<file path="config.mk">
export PLATFORM = sky130hd
export DESIGN_NAME = clipped_fill_and_masked_blit_top
export DESIGN_NICKNAME = d
export VERILOG_FILES = /design/src/design/cfmb_pkg.sv /design/src/design/cfmb_engine.sv /design/src/design/cfmb_addr.sv /design/src/design/clipped_fill_and_masked_blit_top.sv
export SDC_FILE = /design/constraint.sdc
export NUM_CORES = 1
export LEC_CHECK = 0
export ABC_AREA = 1
export BUFFER_PORTS_ARGS = -buffer_cell sky130_fd_sc_hd__buf_4
export CAP_MARGIN = 10
export CORE_ASPECT_RATIO = 0.5
export CORE_MARGIN = 4
export CORE_UTILIZATION = 63
export DETAILED_ROUTE_END_ITERATION = 8
export PLACE_DENSITY = 0.93
export SLEW_MARGIN = 15
export SYNTH_ARGS = -nofsm -noshare
export SYNTH_HDL_FRONTEND = slang
export SYNTH_SLANG_ARGS = --single-unit
</file>
<file path="constraint.sdc">
create_clock -name clk -period 8.9 [get_ports clk]
set_input_delay 0.445 -clock clk [delete_from_list [all_inputs] [get_ports clk]]
set_output_delay 0.445 -clock clk [all_outputs]
set_load 0.05 [all_outputs]
</file>
<file path="src/design/cfmb_pkg.sv">
// ----------------------------------------------------------------------------
// cfmb_pkg: shared types and codes for the clipped fill and blit block
// Command and status codes, operation modes and the per-item step record
// passed from the step engine to the address stage.
// ----------------------------------------------------------------------------
package cfmb_pkg;

  localparam int unsigned FIELD_W = 12;  // coordinate and size field width
  localparam int unsigned ADDR_W  = 24;
  localparam int unsigned COUNT_W = 25;
  localparam int unsigned PIXEL_W = 8;

  // command codes (request tuser)
  localparam logic [1:0] CMD_FILL  = 2'd0;
  localparam logic [1:0] CMD_BLIT  = 2'd1;
  localparam logic [1:0] CMD_PIXEL = 2'd2;

  // status codes (result tuser)
  localparam logic [1:0] STAT_OK         = 2'd0;
  localparam logic [1:0] STAT_REJECT     = 2'd1;
  localparam logic [1:0] STAT_IDLE_PIXEL = 2'd2;

  // configuration register indexes
  localparam logic [1:0] REG_SCREEN_WIDTH  = 2'd0;
  localparam logic [1:0] REG_SCREEN_HEIGHT = 2'd1;
  localparam logic [1:0] REG_ROW_PITCH     = 2'd2;

  typedef enum logic [1:0] {
    MODE_IDLE = 2'd0,
    MODE_FILL = 2'd1,
    MODE_BLIT = 2'd2
  } mode_t;

  // one processed request, before the address multiply
  typedef struct packed {
    logic [1:0]         status;
    logic               we;
    logic [FIELD_W-1:0] row;
    logic [FIELD_W-1:0] col;
    logic [PIXEL_W-1:0] value;
    logic [COUNT_W-1:0] count;
    logic               last;
  } step_t;

endpackage

</file>
<file path="src/design/cfmb_engine.sv">
// ----------------------------------------------------------------------------
// cfmb_engine: command decode, clipping and cursor stepping
// Holds the operation state, handles one request per cycle while adv is high
// and registers the resulting step record for the address stage.
// ----------------------------------------------------------------------------
module cfmb_engine import cfmb_pkg::*; #(
  parameter int unsigned CW = 12
) (
  input  logic                clk,
  input  logic                rst_n,
  input  logic                adv,
  input  logic                in_v,
  input  logic [1:0]          command,
  input  logic signed [15:0]  x_a,
  input  logic signed [15:0]  y_a,
  input  logic signed [15:0]  x_b,
  input  logic signed [15:0]  y_b,
  input  logic [CW-1:0]       block_width,
  input  logic [CW-1:0]       block_height,
  input  logic [PIXEL_W-1:0]  colour,
  input  logic                use_colour,
  input  logic [PIXEL_W-1:0]  pixel,
  input  logic [CW-1:0]       screen_width,
  input  logic [CW-1:0]       screen_height,
  input  logic [CW-1:0]       row_pitch,
  output logic                step_v_r,
  output step_t               step_r
);

  mode_t mode_r, mode_nxt;

  logic [CW-1:0]        clip_l_r, clip_t_r, clip_rt_r, clip_b_r;
  logic [CW-1:0]        clip_l_nxt, clip_t_nxt, clip_rt_nxt, clip_b_nxt;
  logic signed [15:0]   org_x_r, org_y_r, org_x_nxt, org_y_nxt;
  logic [CW-1:0]        span_w_r, span_h_r, span_w_nxt, span_h_nxt;
  logic [CW-1:0]        cur_col_r, cur_row_r, cur_col_nxt, cur_row_nxt;
  logic [PIXEL_W-1:0]   colour_r, colour_nxt;
  logic                 cmode_r, cmode_nxt;
  logic [COUNT_W-1:0]   count_r, count_nxt;
  step_t                step_nxt;

  logic                 take;
  logic                 cfg_ok;
  logic signed [17:0]   ax, ay, bx, by;
  logic signed [17:0]   c_lx, c_hx, c_ly, c_hy;
  logic signed [17:0]   scr_w, scr_h;
  logic                 clip_empty;
  logic [CW-1:0]        cl_l, cl_t, cl_r, cl_b;
  logic signed [17:0]   dx, dy;
  logic                 in_clip;
  logic                 blit_wr;

  assign take   = adv && in_v;
  assign cfg_ok = (screen_width != '0) && (screen_height != '0) &&
                  (row_pitch >= screen_width);

  assign ax    = 18'(x_a);
  assign ay    = 18'(y_a);
  assign bx    = 18'(x_b);
  assign by    = 18'(y_b);
  assign scr_w = $signed(18'(screen_width));
  assign scr_h = $signed(18'(screen_height));

  // rectangle to clip: ordered fill corners, or the blit block
  always_comb begin
    if (command == CMD_FILL) begin
      c_lx = (ax < bx) ? ax : bx;
      c_hx = (ax > bx) ? ax : bx;
      c_ly = (ay < by) ? ay : by;
      c_hy = (ay > by) ? ay : by;
    end else begin
      c_lx = ax;
      c_ly = ay;
      c_hx = ax + $signed(18'(block_width)) - 18'sd1;
      c_hy = ay + $signed(18'(block_height)) - 18'sd1;
    end
  end

  assign clip_empty = (c_hx < 0) || (c_hy < 0) || (c_lx >= scr_w) || (c_ly >= scr_h);
  assign cl_l = (c_lx < 0) ? '0 : c_lx[CW-1:0];
  assign cl_t = (c_ly < 0) ? '0 : c_ly[CW-1:0];
  assign cl_r = (c_hx >= scr_w) ? (screen_width - 1'b1) : c_hx[CW-1:0];
  assign cl_b = (c_hy >= scr_h) ? (screen_height - 1'b1) : c_hy[CW-1:0];

  // destination of the current blit source pixel
  assign dx = 18'(org_x_r) + $signed(18'(cur_col_r));
  assign dy = 18'(org_y_r) + $signed(18'(cur_row_r));
  assign in_clip = (dx >= $signed(18'(clip_l_r))) && (dx <= $signed(18'(clip_rt_r))) &&
                   (dy >= $signed(18'(clip_t_r))) && (dy <= $signed(18'(clip_b_r)));
  assign blit_wr = in_clip && (!cmode_r || (pixel != '0));

  always_comb begin
    mode_nxt    = mode_r;
    clip_l_nxt  = clip_l_r;
    clip_t_nxt  = clip_t_r;
    clip_rt_nxt = clip_rt_r;
    clip_b_nxt  = clip_b_r;
    org_x_nxt   = org_x_r;
    org_y_nxt   = org_y_r;
    span_w_nxt  = span_w_r;
    span_h_nxt  = span_h_r;
    cur_col_nxt = cur_col_r;
    cur_row_nxt = cur_row_r;
    colour_nxt  = colour_r;
    cmode_nxt   = cmode_r;
    count_nxt   = count_r;
    step_nxt    = '0;
    if (take) begin
      unique case (command)
        CMD_FILL: begin
          if (cfg_ok && !clip_empty) begin
            mode_nxt    = MODE_FILL;
            clip_l_nxt  = cl_l;
            clip_t_nxt  = cl_t;
            clip_rt_nxt = cl_r;
            clip_b_nxt  = cl_b;
            colour_nxt  = colour;
            cur_col_nxt = cl_l;
            cur_row_nxt = cl_t;
            count_nxt   = '0;
          end else begin
            mode_nxt        = MODE_IDLE;
            step_nxt.status = STAT_REJECT;
          end
        end
        CMD_BLIT: begin
          if ((block_width != '0) && (block_height != '0) && cfg_ok && !clip_empty) begin
            mode_nxt    = MODE_BLIT;
            clip_l_nxt  = cl_l;
            clip_t_nxt  = cl_t;
            clip_rt_nxt = cl_r;
            clip_b_nxt  = cl_b;
            org_x_nxt   = x_a;
            org_y_nxt   = y_a;
            span_w_nxt  = block_width;
            span_h_nxt  = block_height;
            cur_col_nxt = '0;
            cur_row_nxt = '0;
            colour_nxt  = colour;
            cmode_nxt   = use_colour;
            count_nxt   = '0;
          end else begin
            mode_nxt        = MODE_IDLE;
            step_nxt.status = STAT_REJECT;
          end
        end
        CMD_PIXEL: begin
          unique case (mode_r)
            MODE_FILL: begin
              count_nxt      = count_r + 1'b1;
              step_nxt.we    = 1'b1;
              step_nxt.row   = FIELD_W'(cur_row_r);
              step_nxt.col   = FIELD_W'(cur_col_r);
              step_nxt.value = colour_r;
              step_nxt.count = count_nxt;
              if (cur_col_r >= clip_rt_r) begin
                if (cur_row_r >= clip_b_r) begin
                  step_nxt.last = 1'b1;
                  mode_nxt      = MODE_IDLE;
                end else begin
                  cur_col_nxt = clip_l_r;
                  cur_row_nxt = cur_row_r + 1'b1;
                end
              end else begin
                cur_col_nxt = cur_col_r + 1'b1;
              end
            end
            MODE_BLIT: begin
              if (blit_wr) begin
                count_nxt      = count_r + 1'b1;
                step_nxt.we    = 1'b1;
                step_nxt.row   = FIELD_W'(dy[CW-1:0]);
                step_nxt.col   = FIELD_W'(dx[CW-1:0]);
                step_nxt.value = cmode_r ? colour_r : pixel;
              end
              step_nxt.count = count_nxt;
              if (({1'b0, cur_col_r} + 1'b1) >= {1'b0, span_w_r}) begin
                if (({1'b0, cur_row_r} + 1'b1) >= {1'b0, span_h_r}) begin
                  step_nxt.last = 1'b1;
                  mode_nxt      = MODE_IDLE;
                end else begin
                  cur_col_nxt = '0;
                  cur_row_nxt = cur_row_r + 1'b1;
                end
              end else begin
                cur_col_nxt = cur_col_r + 1'b1;
              end
            end
            MODE_IDLE: begin
              step_nxt.status = STAT_IDLE_PIXEL;
            end
            default: begin
              step_nxt.status = STAT_IDLE_PIXEL;
            end
          endcase
        end
        default: begin
          step_nxt.status = STAT_REJECT;
        end
      endcase
    end
  end

  always_ff @(posedge clk) begin
    if (!rst_n) begin
      mode_r   <= MODE_IDLE;
      step_v_r <= 1'b0;
    end else begin
      mode_r <= mode_nxt;
      if (adv) begin
        step_v_r <= in_v;
      end
    end
  end

  always_ff @(posedge clk) begin
    clip_l_r  <= clip_l_nxt;
    clip_t_r  <= clip_t_nxt;
    clip_rt_r <= clip_rt_nxt;
    clip_b_r  <= clip_b_nxt;
    org_x_r   <= org_x_nxt;
    org_y_r   <= org_y_nxt;
    span_w_r  <= span_w_nxt;
    span_h_r  <= span_h_nxt;
    cur_col_r <= cur_col_nxt;
    cur_row_r <= cur_row_nxt;
    colour_r  <= colour_nxt;
    cmode_r   <= cmode_nxt;
    count_r   <= count_nxt;
    if (adv) begin
      step_r <= step_nxt;
    end
  end

endmodule

</file>
<file path="src/design/cfmb_addr.sv">
// ----------------------------------------------------------------------------
// cfmb_addr: framebuffer address stage and result register
// Forms row times pitch plus column and holds the finished result.
// ----------------------------------------------------------------------------
module cfmb_addr import cfmb_pkg::*; (
  input  logic                clk,
  input  logic                rst_n,
  input  logic                adv,
  input  logic                step_v,
  input  step_t               step,
  input  logic [FIELD_W-1:0]  row_pitch,
  output logic                out_v_r,
  output logic [1:0]          status_r,
  output logic                we_r,
  output logic [ADDR_W-1:0]   addr_r,
  output logic [PIXEL_W-1:0]  value_r,
  output logic [COUNT_W-1:0]  count_r,
  output logic                last_r
);

  logic [2*FIELD_W-1:0] prod;
  logic [ADDR_W-1:0]    addr_nxt;

  // row and column are zero when nothing is written, so the address is too
  assign prod     = step.row * row_pitch;
  assign addr_nxt = ADDR_W'(prod + (2*FIELD_W)'(step.col));

  always_ff @(posedge clk) begin
    if (!rst_n) begin
      out_v_r <= 1'b0;
    end else if (adv) begin
      out_v_r <= step_v;
    end
  end

  always_ff @(posedge clk) begin
    if (adv) begin
      status_r <= step.status;
      we_r     <= step.we;
      addr_r   <= addr_nxt;
      value_r  <= step.value;
      count_r  <= step.count;
      last_r   <= step.last;
    end
  end

endmodule

</file>
<file path="src/design/clipped_fill_and_masked_blit_top.sv">
// ----------------------------------------------------------------------------
// clipped_fill_and_masked_blit_top: clipped rectangle fill and masked blit
// Streams one result per request: framebuffer byte writes for fills and
// blits clipped to the configured screen.
// ----------------------------------------------------------------------------
// A fill or blit start request sets up a clipped operation; each following
// pixel request yields one result carrying the write enable, byte address
// (row * row_pitch + column), byte value, running write count and a last
// flag. The block takes one request per clock unless a finished result
// waits on out_tready, and returns one result per request in order: the
// request passes the input register, the step engine register and the
// result register, which all advance together; the step register stands
// in front of the row * pitch multiply. in_tready drops only while a
// finished result waits on out_tready. Configuration writes are taken on
// any cycle but belong to idle periods.
module clipped_fill_and_masked_blit_top import cfmb_pkg::*; #(
  parameter int unsigned COORD_BITS = 12
) (
  input  logic          clk,
  input  logic          rst_n,
  // request channel
  input  logic          in_tvalid,
  output logic          in_tready,
  // [15:0] x_a, [31:16] y_a, [47:32] x_b, [63:48] y_b, [75:64] block_width,
  // [87:76] block_height, [95:88] colour, [96] use_colour, [104:97] pixel,
  // [111:105] zero
  input  logic [111:0]  in_tdata,
  // [1:0] command
  input  logic [1:0]    in_tuser,
  // result channel
  output logic          out_tvalid,
  input  logic          out_tready,
  // [0] write_enable, [24:1] write_address, [32:25] write_value,
  // [57:33] pixel_count, [63:58] zero
  output logic [63:0]   out_tdata,
  // [1:0] status
  output logic [1:0]    out_tuser,
  output logic          out_tlast,
  // configuration write channel
  input  logic          cfg_valid,
  output logic          cfg_ready,
  input  logic [1:0]    cfg_index,
  input  logic [11:0]   cfg_data
);

  // registers keep only the low coordinate bits, never more than the field
  localparam int unsigned CW = (COORD_BITS < FIELD_W) ? COORD_BITS : FIELD_W;

  localparam logic [CW-1:0] SW_RESET = CW'(640);
  localparam logic [CW-1:0] SH_RESET = CW'(480);
  localparam logic [CW-1:0] RP_RESET = CW'(640);

  logic [CW-1:0]  scr_w_r, scr_h_r, pitch_r;
  logic           in_v_r;
  logic [111:0]   in_data_r;
  logic [1:0]     in_cmd_r;
  logic           adv;
  logic           step_v;
  step_t          step;
  logic           out_v;
  logic [1:0]     res_status;
  logic           res_we;
  logic [ADDR_W-1:0]  res_addr;
  logic [PIXEL_W-1:0] res_value;
  logic [COUNT_W-1:0] res_count;
  logic           res_last;

  // whole pipeline moves together whenever the result slot is free
  assign adv       = !out_v || out_tready;
  assign in_tready = !in_v_r || adv;
  assign cfg_ready = 1'b1;

  // configuration registers
  always_ff @(posedge clk) begin
    if (!rst_n) begin
      scr_w_r <= SW_RESET;
      scr_h_r <= SH_RESET;
      pitch_r <= RP_RESET;
    end else if (cfg_valid && cfg_ready) begin
      unique case (cfg_index)
        REG_SCREEN_WIDTH:  scr_w_r <= cfg_data[CW-1:0];
        REG_SCREEN_HEIGHT: scr_h_r <= cfg_data[CW-1:0];
        REG_ROW_PITCH:     pitch_r <= cfg_data[CW-1:0];
        default: begin
          // index out of range is ignored
        end
      endcase
    end
  end

  // input register
  always_ff @(posedge clk) begin
    if (!rst_n) begin
      in_v_r <= 1'b0;
    end else if (in_tready) begin
      in_v_r <= in_tvalid;
    end
  end

  always_ff @(posedge clk) begin
    if (in_tvalid && in_tready) begin
      in_data_r <= in_tdata;
      in_cmd_r  <= in_tuser;
    end
  end

  // decode, clip and cursor stepping
  cfmb_engine #(
    .CW (CW)
  ) u_engine (
    .clk           (clk),
    .rst_n         (rst_n),
    .adv           (adv),
    .in_v          (in_v_r),
    .command       (in_cmd_r),
    .x_a           (in_data_r[15:0]),
    .y_a           (in_data_r[31:16]),
    .x_b           (in_data_r[47:32]),
    .y_b           (in_data_r[63:48]),
    .block_width   (in_data_r[64 +: CW]),
    .block_height  (in_data_r[76 +: CW]),
    .colour        (in_data_r[95:88]),
    .use_colour    (in_data_r[96]),
    .pixel         (in_data_r[104:97]),
    .screen_width  (scr_w_r),
    .screen_height (scr_h_r),
    .row_pitch     (pitch_r),
    .step_v_r      (step_v),
    .step_r        (step)
  );

  // address multiply and result register
  cfmb_addr u_addr (
    .clk       (clk),
    .rst_n     (rst_n),
    .adv       (adv),
    .step_v    (step_v),
    .step      (step),
    .row_pitch (FIELD_W'(pitch_r)),
    .out_v_r   (out_v),
    .status_r  (res_status),
    .we_r      (res_we),
    .addr_r    (res_addr),
    .value_r   (res_value),
    .count_r   (res_count),
    .last_r    (res_last)
  );

  assign out_tvalid = out_v;
  assign out_tuser  = res_status;
  assign out_tlast  = res_last;
  assign out_tdata  = {6'd0, res_count, res_value, res_addr, res_we};

`ifndef SYNTHESIS
  // the block only back-pressures while a result is held
  a_ready_only_on_stall: assert property (@(posedge clk) disable iff (!rst_n)
    !in_tready |-> (out_tvalid && !out_tready))
    else $error("request channel stalled without result stall");

  // a write is only produced by an accepted operation
  a_write_status_ok: assert property (@(posedge clk) disable iff (!rst_n)
    (out_tvalid && res_we) |-> (res_status == STAT_OK))
    else $error("write reported with non-ok status");

  // a result without a write carries zero address and value
  a_nowrite_zero: assert property (@(posedge clk) disable iff (!rst_n)
    (out_tvalid && !res_we) |-> ((res_addr == '0) && (res_value == '0)))
    else $error("address or value set without write");

  // a step record reaches the result register on the next advance
  a_pipe_flow: assert property (@(posedge clk) disable iff (!rst_n)
    (step_v && adv) |=> out_v)
    else $error("step record lost on its way to the result register");
`endif

endmodule

</file>
Word-level counts from Yosys, hierarchy flattened
Cells that the tools add are included.
Widths: inputs -> output; s select.
{"block": "word_totals", "register_bits": 432, "out_inout_bits": 70, "word_cells": 194}
{"block": "classes", "n_addsub": 14, "mul": 1, "n_lt_le_gt_ge": 21, "eq_ne": 17, "n_mux": 64, "reduce_logical": 42}
{"operator": "$mux 12", "count": 21}
{"operator": "$mux 18", "count": 8}
{"operator": "$pmux 12 s2", "count": 6}
{"operator": "$pmux 59 s2", "count": 1}
{"operator": "$ge 18x13->1", "count": 6}
{"operator": "$mux 25", "count": 3}
{"operator": "$pmux 25 s3", "count": 1}
{"operator": "$lt 18x1->1 const B", "count": 4}
{"operator": "$pmux 12 s3", "count": 2}
{"operator": "$add 16x13->17", "count": 4}
{"operator": "$pmux 25 s2", "count": 1}
{"operator": "$reduce_bool 12->1", "count": 4}
{"operator": "$ge 12x12->1", "count": 3}
{"operator": "$le 18x13->1", "count": 2}
{"operator": "$sub 18x2->18 const B", "count": 2}
{"operator": "$mux 33", "count": 1}
{"operator": "$gt 16x16->1", "count": 2}
{"operator": "$lt 16x16->1", "count": 2}
{"operator": "$add 12x1->13 const B", "count": 2}
{"operator": "$ge 13x12->1", "count": 2}
{"operator": "$add 25x1->25 const B", "count": 1}
{"operator": "$add 12x1->12 const B", "count": 2}
{"operator": "$add 24x12->24", "count": 1}
{"operator": "$mul 12x12->24", "count": 1}
{"operator": "other kinds (28)", "count": 77}

Depth between registers and ports, before layout
Gate-level depths: netlist of the first run.
{"block": "logic_depth", "word_depth": 11, "mapped_depth": 32, "ltp_nobuf": 30}

Hierarchy
From an unflattened synthesis of the first run, not the netlist that was laid out.
{"block": "hier_totals", "cells_unflattened": 3886, "hier_area_um2": 32492.4}
{"module": "cfmb_engine", "n_inst": 1, "cells_each": 2646, "area_per_inst_um2": 20061.7}
{"module": "cfmb_addr", "n_inst": 1, "cells_each": 893, "area_per_inst_um2": 7583.5}
{"module": "clipped_fill_and_masked_blit_top", "n_inst": 1, "cells_each": 347, "area_per_inst_um2": 4847.1}

Worst setup path before layout of the first run
No wires, ideal clock.
{"block": "synth_path", "path_type": "reg-to-reg", "start": "register u_addr.out_v_r", "end": "register u_engine.clip_b_r[0] (enable)", "arrival_time_ps": 6094, "required_time_ps": 8430, "slack_ps": 2336, "stages_incl_launch_ff": 8, "path_cell_list": "dfxtp_1 inv_1 nor2_1 inv_1 nand2_1 inv_1 nand2_1 nor2_1"}
{"block": "synth_between", "elab_chain_cells": 4}
{"item": "start: declaration", "line_no": "cfmb_addr.sv:12", "text": "output logic out_v_r,"}
{"item": "start signal: assignment", "line_no": "cfmb_addr.sv:32", "text": "out_v_r <= step_v;"}
{"item": "$logic_not 1->1", "line_no": "clipped_fill_and_masked_blit_top.sv:69", "text": "assign adv = !out_v || out_tready;"}
{"item": "$logic_or 1x1->1", "line_no": "clipped_fill_and_masked_blit_top.sv:69"}
{"item": "named net adv", "line_no": "clipped_fill_and_masked_blit_top.sv:57", "text": "logic adv;"}
{"item": "$logic_and 1x1->1", "line_no": "cfmb_engine.sv:53", "text": "assign take = adv && in_v;"}
{"item": "$reduce_and 4->1 (no source line)"}
{"item": "end signal: assignment", "line_no": "cfmb_engine.sv:220", "text": "clip_b_r <= clip_b_nxt;"}
{"item": "end: declaration", "line_no": "cfmb_engine.sv:32", "text": "logic [CW-1:0] clip_l_r, clip_t_r, clip_rt_r, clip_b_r;"}
The timed path passes the listed nets, and every way through them passes these cells.
A chain may end at the register's enable or synchronous reset.

Worst setup path in the final report of the first run
{"block": "layout_path", "start": "register in_data_r[1]", "end": "register u_engine.span_w_r[1] (enable)"}
{"block": "layout_between", "elab_chain_cells": 10}
{"item": "start: declaration", "line_no": "clipped_fill_and_masked_blit_top.sv:55", "text": "logic [111:0] in_data_r;"}
{"item": "start signal: assignment", "line_no": "clipped_fill_and_masked_blit_top.sv:102", "text": "in_data_r <= in_tdata;"}
{"item": "$add 16x13->17 or $gt 16x16->1 (tied branches)", "line_no": "cfmb_engine.sv:74, cfmb_engine.sv:68"}
{"item": "$sub 18x2->18 or $mux 18 (tied branches)", "line_no": "cfmb_engine.sv:74, cfmb_engine.sv:68"}
{"item": "$mux 18", "line_no": "cfmb_engine.sv:66", "text": "if (command == CMD_FILL) begin"}
{"item": "$lt 18x1->1", "line_no": "cfmb_engine.sv:79", "text": "assign clip_empty = (c_hx < 0) || (c_hy < 0) || (c_lx >= scr_w) || (c_ly >= scr_h);"}
{"item": "$logic_or 1x1->1", "line_no": "cfmb_engine.sv:79"}
{"item": "$logic_or 1x1->1 * (2 in series)", "line_no": "cfmb_engine.sv:79"}
{"item": "$logic_not 1->1 *", "line_no": "cfmb_engine.sv:127", "text": "if ((block_width != '0) && (block_height != '0) && cfg_ok && !clip_empty) begin"}
{"item": "$logic_and 1x1->1 *", "line_no": "cfmb_engine.sv:127"}
{"item": "$reduce_and 3->1 (no source line) *"}
{"item": "end signal: assignment", "line_no": "cfmb_engine.sv:223", "text": "span_w_r <= span_w_nxt;"}
{"item": "end: declaration", "line_no": "cfmb_engine.sv:35", "text": "logic [CW-1:0] span_w_r, span_h_r, span_w_nxt, span_h_nxt;"}
Mark *: on every way between the ends. The rest lies on a longest branch, timed or not.

==> results.toml, run 1 <==
[clock_tree]
numCtsBuffers = 40
htreeDepth = 2
cts-root-buf = "clkbuf_16"
post_cts_buffers = 0
cts-hold-fix-buffers = 0
cts_tree = "done"
post_cts_resize_count = 0
clkTransAtPathRegs_ns = 0.07
clk_latency_ns = 0.57
cts_sinks = 432
clk_path_buf_depth = 3

[power_and_ir_drop]
p_sw_share_pct = 29.5
p_switching_mw = 1.51
p_per_area_nw_per_um2 = 146
intPower_mw = 3.60
ir_worst_vdd_mv = 0.157
combPwrFrac_pct = 18.1
p_leak_nw = 17.1
pwr-share-seq_pct = 46.4
clockPowerShare_pct = 35.5

[worst_setup_path]
cp_slowest_cell = "nor2_4"
cp.required_ns = 9.13
crit_type = "flip-flop to flip-flop"
critPathBufInv = 2
cp_max_fo = 30
crit_family = "simple AND/OR/NAND/NOR gates"
crit_path_frequent_cell = "nand2_1"
cpPeakStageDelay_ns = 0.83
cp.arrival_ns = 6.73
crit_chain = "ha_1, inv_1, nor2_1, nor2_1, o21ai_0, nand2_1, nand2_1, nand2_1, nand3_1, nand3_1, o21ai_0, ha_1, nand2_1, nor2_1, a211oi_1, o211ai_1, nand3_1, nand4_1, nand2_1, nand3_1, nor2_1, nand2_1, nor2_4, buf_4"
cp-end-kind = "flip-flop"
ff2ff_setup_slack_ns = 2.39
critical_path.startpoint_type = "flip-flop"

[global_route]
track_usage_pct = 32.3
grt_pass1_wl_um = 140000
grt_max_degree = 72
grt_remaining_overflow = 0
grt_pass1_vias = 26610
antenna_found_initial = 0

[timing]
min_period_ns = 6.51
fmax_mhz = 154
final.setup.tns_ns = 0
slew_violations = 0
fin_ws_ns = 2.39
final-setup-viol-count = 0
hold_viol_final = 0
slew_headroom_pct = 23.1
grt_setup_unrepaired = "no"
tightestPinTransition_ns = 1.15
fin_crit_sh_pct = 73.1
hold_slack_ns = 0.0454
clock_skew_ns = 0.0161

[placed_design]
place_congestion = 1.01
pre_cts_ws_ns = 2.61
port_buffers = 188
hpwl_um = 67700

[routing]
drt_iter0_drc = 3888
drc = 0
dr.pass1.iters = 8
drt_wl_total_um = 89900
postRouteAntennaNets = 0
vias_per_cell = 6.10
wl_per_cell_um = 19.8
vias = 27673

[die]
initial_core_util_pct = 64.7
coreArea_um2 = 49200
fp.dieH_um = 167
rows = 57
dieArea_um2 = 54400
fp.dieW_um = 326
io_pins = 203

[layout]
area_growth_pct = 10.1
drive_above_1_share_pct = 8.57
layout.nets = 4420
diodes = 0

[yosys]
async_flop_share_pct = 0
seq_area_frac_synth_pct = 39.4
synth_fa_ha_area_share_pct = 19.7
ys_warn_count = 0
synth.distinct_cells = 57
synth_area_per_cell_um2 = 8.59
synth.top_cell.area_share_pct = 36.9
synth_top_family_by_area = "simple AND/OR/NAND/NOR gates"
synth-xor-area-share_pct = 2.50
yosysTopAreaCell = "edfxtp_1"
synth_cells = 3709
synth_most_common_cell = "nand2_1"
yosys.area_share.simple_pct = 20.2
synth_compound_area_share_pct = 8.94
synth_mux_area_share_pct = 0.283
synth_area_leaders = "edfxtp_1, ha_1, nand2_1, fa_1, inv_1"
synth_area_um2 = 31900
synth_seq_cells = 432
synth_common_cells = "nand2_1, inv_1, edfxtp_1"
synth_ff_type = "edfxtp_1"
synth_edf_count = 391

[status]
outcome = "completed"

[worst_hold_path]
hold_path.class = "primary input to flip-flop"

[job]
cap_violations = 0
-- cells by family after synthesis --
kind of cell	Yosys count
AOI/OAI and AO/OA	513
xor gates and xnor gates	91
adders and majority gates	433
buffers and inverters	722
DFF	432
muxes	8
other	2
and+or+nand+nor	1508
-- final timing paths --
path	startpoint	to	cells after the start
worst min register to register	u_engine.step_r[58]	u_addr.we_r	0
worst max register to register	in_data_r[1]	u_engine.span_w_r[1]	24
worst min-delay path	in_tdata[58]	in_data_r[58]	1
worst max-delay path	in_data_r[1]	u_engine.span_w_r[1]	24
-- registers in the layout, indices dropped and copies added (netlist names), 8 cells and up --
| name | cells |
|---|---|
| in_data_r | 105 |
| u_engine.step_r | 61 |
| u_addr.count_r | 25 |
| u_engine.count_r | 25 |
| u_addr.addr_r | 24 |
| u_engine.org_x_r | 16 |
| u_engine.org_y_r | 16 |
| pitch_r | 12 |
| scr_h_r | 12 |
| scr_w_r | 12 |
| u_engine.clip_b_r | 12 |
| u_engine.clip_l_r | 12 |
| u_engine.clip_rt_r | 12 |
| u_engine.clip_t_r | 12 |
| u_engine.cur_col_r | 12 |
| u_engine.cur_row_r | 12 |
| u_engine.span_h_r | 12 |
| u_engine.span_w_r | 12 |
| u_addr.value_r | 8 |
| u_engine.colour_r | 8 |
-- through the flow --
step           instances  total power [mW]  util (%)  area [um2]
3_3_place_gp        4461              3.25      68.5       33700
3_5_place_dp        4461              3.30      68.5       33700
5_1_grt             4535              5.31      71.3       35100
6_report            4535              5.11      71.3       35100
4_1_cts             4535              5.08      71.3       35100
2_1_floorplan       3714              3.01         -       31900
-- layout make-up --
type	instances	area [um2]
well taps	649	812
repair buffers	201	1510
inverters	619	2330
clock buffers	45	1050
fillers	3418	14100
flip-flops and latches	432	12600
multi-input cells	2560	16500
clock inverters	29	302
-- placed cells by master (no fill, tap or decap), types with 78 or more instances in the layout --
| cell | n |
|---|---|
| edfxtp_1 | 391 |
| ha_1 | 317 |
| buf_4 | 201 |
| a21oi_1 | 273 |
| fa_1 | 115 |
| nand3_1 | 212 |
| o21ai_0 | 143 |
| nand4_1 | 78 |
| nand2_1 | 938 |
| inv_1 | 610 |
| nor2_1 | 162 |
-- power by group through the flow --
stage / Combinational [mW] / Clock, mW / Sequential, mW
3_3_place_gp: 0.847 / 0 / 2.40
2_1_floorplan: 0.582 / 0 / 2.43
4_1_cts: 0.896 / 1.82 / 2.36
3_5_place_dp: 0.887 / 0 / 2.41
6_report: 0.924 / 1.81 / 2.37
5_1_grt: 1.01 / 1.92 / 2.37
-- layer usage --
layer  global-route usage [%]  vias up  share of wire, %
met5                    0.348        -             0.031
met4                     14.2        2               5.1
met3                     6.87      367                13
met2                     49.8     1927                44
met1                     44.3    12822                38
li1                         -    12555                 -
-- worst reg2reg max path: cells and delay by family, from the launching register on --
family,cells,cell delay (ns)
AO/OA/AOI/OAI,4,1.33
buffers and inverters,2,0.55
flip-flops,1,0.51
AND/OR/NAND/NOR,16,3.08
adder cells (fa/ha/maj),2,0.71
(Power assumes the default switching activity.)
==> inputs of run 2 (changes only) <==
--- a/config.mk
+++ b/config.mk
@@ -10,9 +10,9 @@
 export CAP_MARGIN = 10
 export CORE_ASPECT_RATIO = 0.5
 export CORE_MARGIN = 4
-export CORE_UTILIZATION = 63
+export CORE_UTILIZATION = 57
 export DETAILED_ROUTE_END_ITERATION = 8
-export PLACE_DENSITY = 0.93
+export PLACE_DENSITY = 0.9
 export SLEW_MARGIN = 15
 export SYNTH_ARGS = -nofsm -noshare
 export SYNTH_HDL_FRONTEND = slang
==> constraint.sdc (replaced) <==
create_clock -name clk -period 5.6 [get_ports clk]
set_input_delay 0.28 -clock clk [delete_from_list [all_inputs] [get_ports clk]]
set_output_delay 0.28 -clock clk [all_outputs]
set_load 0.05 [all_outputs]
==> results.toml, run 2 (synthesis gave the netlist of run 1 again) <==
[status]
outcome = "complete, but fails checks"
violations = "DRC"

[timing]
min_period_ns = 5.47
clock_skew_ns = 0.0215
final-setup-viol-count = 0
tightestPinTransition_ns = 1.00
hold_viol_final = 0
fin_crit_sh_pct = 97.7
fin_ws_ns = 0.126
slew_violations = 0
fmax_mhz = 183
slew_headroom_pct = 32.9

[worst_setup_path]
cp-startpoint = "in_data_r[3]"
cp.arrival_ns = 5.77
r2r-start = "in_data_r[3]"
rr_endpoint = "u_engine.cur_col_r[3]"
r2r_cells = 26
cp_max_fo = 26
cp-end-kind = "flip-flop"
cp.required_ns = 5.90
ff2ff_setup_slack_ns = 0.13
endpoint = "u_engine.cur_col_r[3]"
critical_path.startpoint_type = "flip-flop"
crit_type = "flip-flop to flip-flop"

[worst_hold_path]
hold_path.class = "primary input to flip-flop"
hp-start = "in_tvalid"

[placed_design]
place_congestion = 0.994
placed_cell_area_um2 = 34300
pre_cts_ws_ns = -0.0602
hpwl_um = 70300
port_buffers = 188
placedCellCount = 4611

[layout]
reg_top3 = "in_data_r (105), u_engine.step_r (61)"
layout_common_cells = "nand2_1, inv_1, edfxtp_1"
regMostFlops = "in_data_r"
fillers = 3986
drive_above_1_share_pct = 9.92
final_common_cell = "nand2_1"
ff_latch_area_um2 = 12600
largest_register_ffs = 105
layout.nets = 4595
area_growth_pct = 16.1
multi_input_area_um2 = 16500
fin_area_um2 = 37000
fin_cells = 4807

[power_and_ir_drop]
p_leak_nw = 18.0
ir_worst_vdd_mv = 0.182
p_per_area_nw_per_um2 = 230

[job]
cap_violations = 0

[die]
coreArea_um2 = 54500
initial_core_util_pct = 58.4
fp.dieW_um = 342
rows = 60
dieArea_um2 = 60000
fp.dieH_um = 175
io_pins = 203

[clock_tree]
clk_latency_ns = 0.60
htreeDepth = 2
numCtsBuffers = 42
cts_sinks = 432
clk_path_buf_depth = 3
cts-root-buf = "clkbuf_16"
cts_tree = "done"
clkTransAtPathRegs_ns = 0.07

[routing]
drc = 2
vias_per_cell = 5.99
wl_per_cell_um = 20.4
drt_wl_total_um = 98200
postRouteAntennaNets = 0
vias = 28812
drt_iter0_drc = 4176
dr.pass1.iters = 9

[global_route]
track_usage_pct = 31.7
grt_pass1_wl_um = 150000
antenna_found_initial = 3
grt_remaining_overflow = 0
grt_max_degree = 70
grt_pass1_vias = 27866
-- run 2: cell count changes in the layout (fill, tap and decap cells not counted), sizes merged --
cell / before / now
bufinv: 5 / 6
diode: 0 / 1
buf: 201 / 264
clkinv: 21 / 11
dlygate4sd3: 0 / 110
clkbuf: 45 / 56
inv: 618 / 619
-- run 2: stage by stage --
stage          TNS (ns)  util [%]  hold slack [ns]  power (mW)
5_1_grt          -0.234      67.8           0.0143        8.79
4_1_cts               0      67.7          0.00733        8.41
6_report              0      67.8           0.0269        8.50
3_5_place_dp     -0.115      63.0            0.405        5.27
2_1_floorplan         0         -            0.379        4.78
3_3_place_gp          0      63.0            0.401        5.21
-- run 2: layout make-up --
| class | count | share of cell area, % |
|---|---|---|
| antenna | 1 | 0.00677 |
| sequential | 432 | 34.0 |
| clock inverter | 21 | 0.812 |
| tap | 744 | 2.52 |
| inverter | 619 | 6.30 |
| timing repair buffer | 374 | 8.51 |
| multi-input combinational | 2560 | 44.7 |
| clock buffer | 56 | 3.15 |
-- run 2: power breakdown --
| group | switching (mW) | total [mW] | internal, mW |
|---|---|---|---|
| Combinational | 1.04 | 1.60 | 0.551 |
| Clock | 1.39 | 3.15 | 1.77 |
| Sequential | 0.110 | 3.75 | 3.64 |
-- run 2: how the worst min path moves through the flow --
stage	slack [ns]	to	depth (start not counted)
final	0.03	in_v_r	3
after detailed placement	0.40	u_addr.count_r[4]	0
after global placement	0.40	u_addr.status_r[1]	0
after global routing	0.01	pitch_r[4]	3
after floorplan	0.38	in_cmd_r[0]	0
after CTS	0.007	pitch_r[6]	3
-- run 2: repair_timing --
action	4_1_cts	5_1_grt
endpoints found under the setup margin	3	8
hold buffers	110	0
buffers inserted	3	5
gates resized for setup	3	10
hold endpoints to repair	110	0
-- run 2: metal layers --
metal	wire, um	GRT usage, %
met1	36800	41.6
met2	43400	50.3
met3	12700	7.45
met4	5320	14.4
met5	12	0
-- run 2: worst max-delay path: stages (launching register included) --
cell and delay [ns]:
edfxtp_1 0.55, ha_1 0.40, nand2_1 0.10, o21ai_0 0.26, nand2_1 0.08, nand2_1 0.10
nand2_1 0.09, nand3_1 0.16, nand3_1 0.09, buf_4 0.23, o21ai_0 0.62, ha_1 0.36
nand2_1 0.08, nor2_1 0.05, o21ai_0 0.22, o211ai_1 0.25, nand3_1 0.15, nand4_1 0.10
nand2_1 0.07, nand3_1 0.06, nor2_1 0.11, buf_4 0.19, nand2_1 0.13, nand2_1 0.12
nand2_1 0.11, nor2_1 0.27, buf_12 0.19
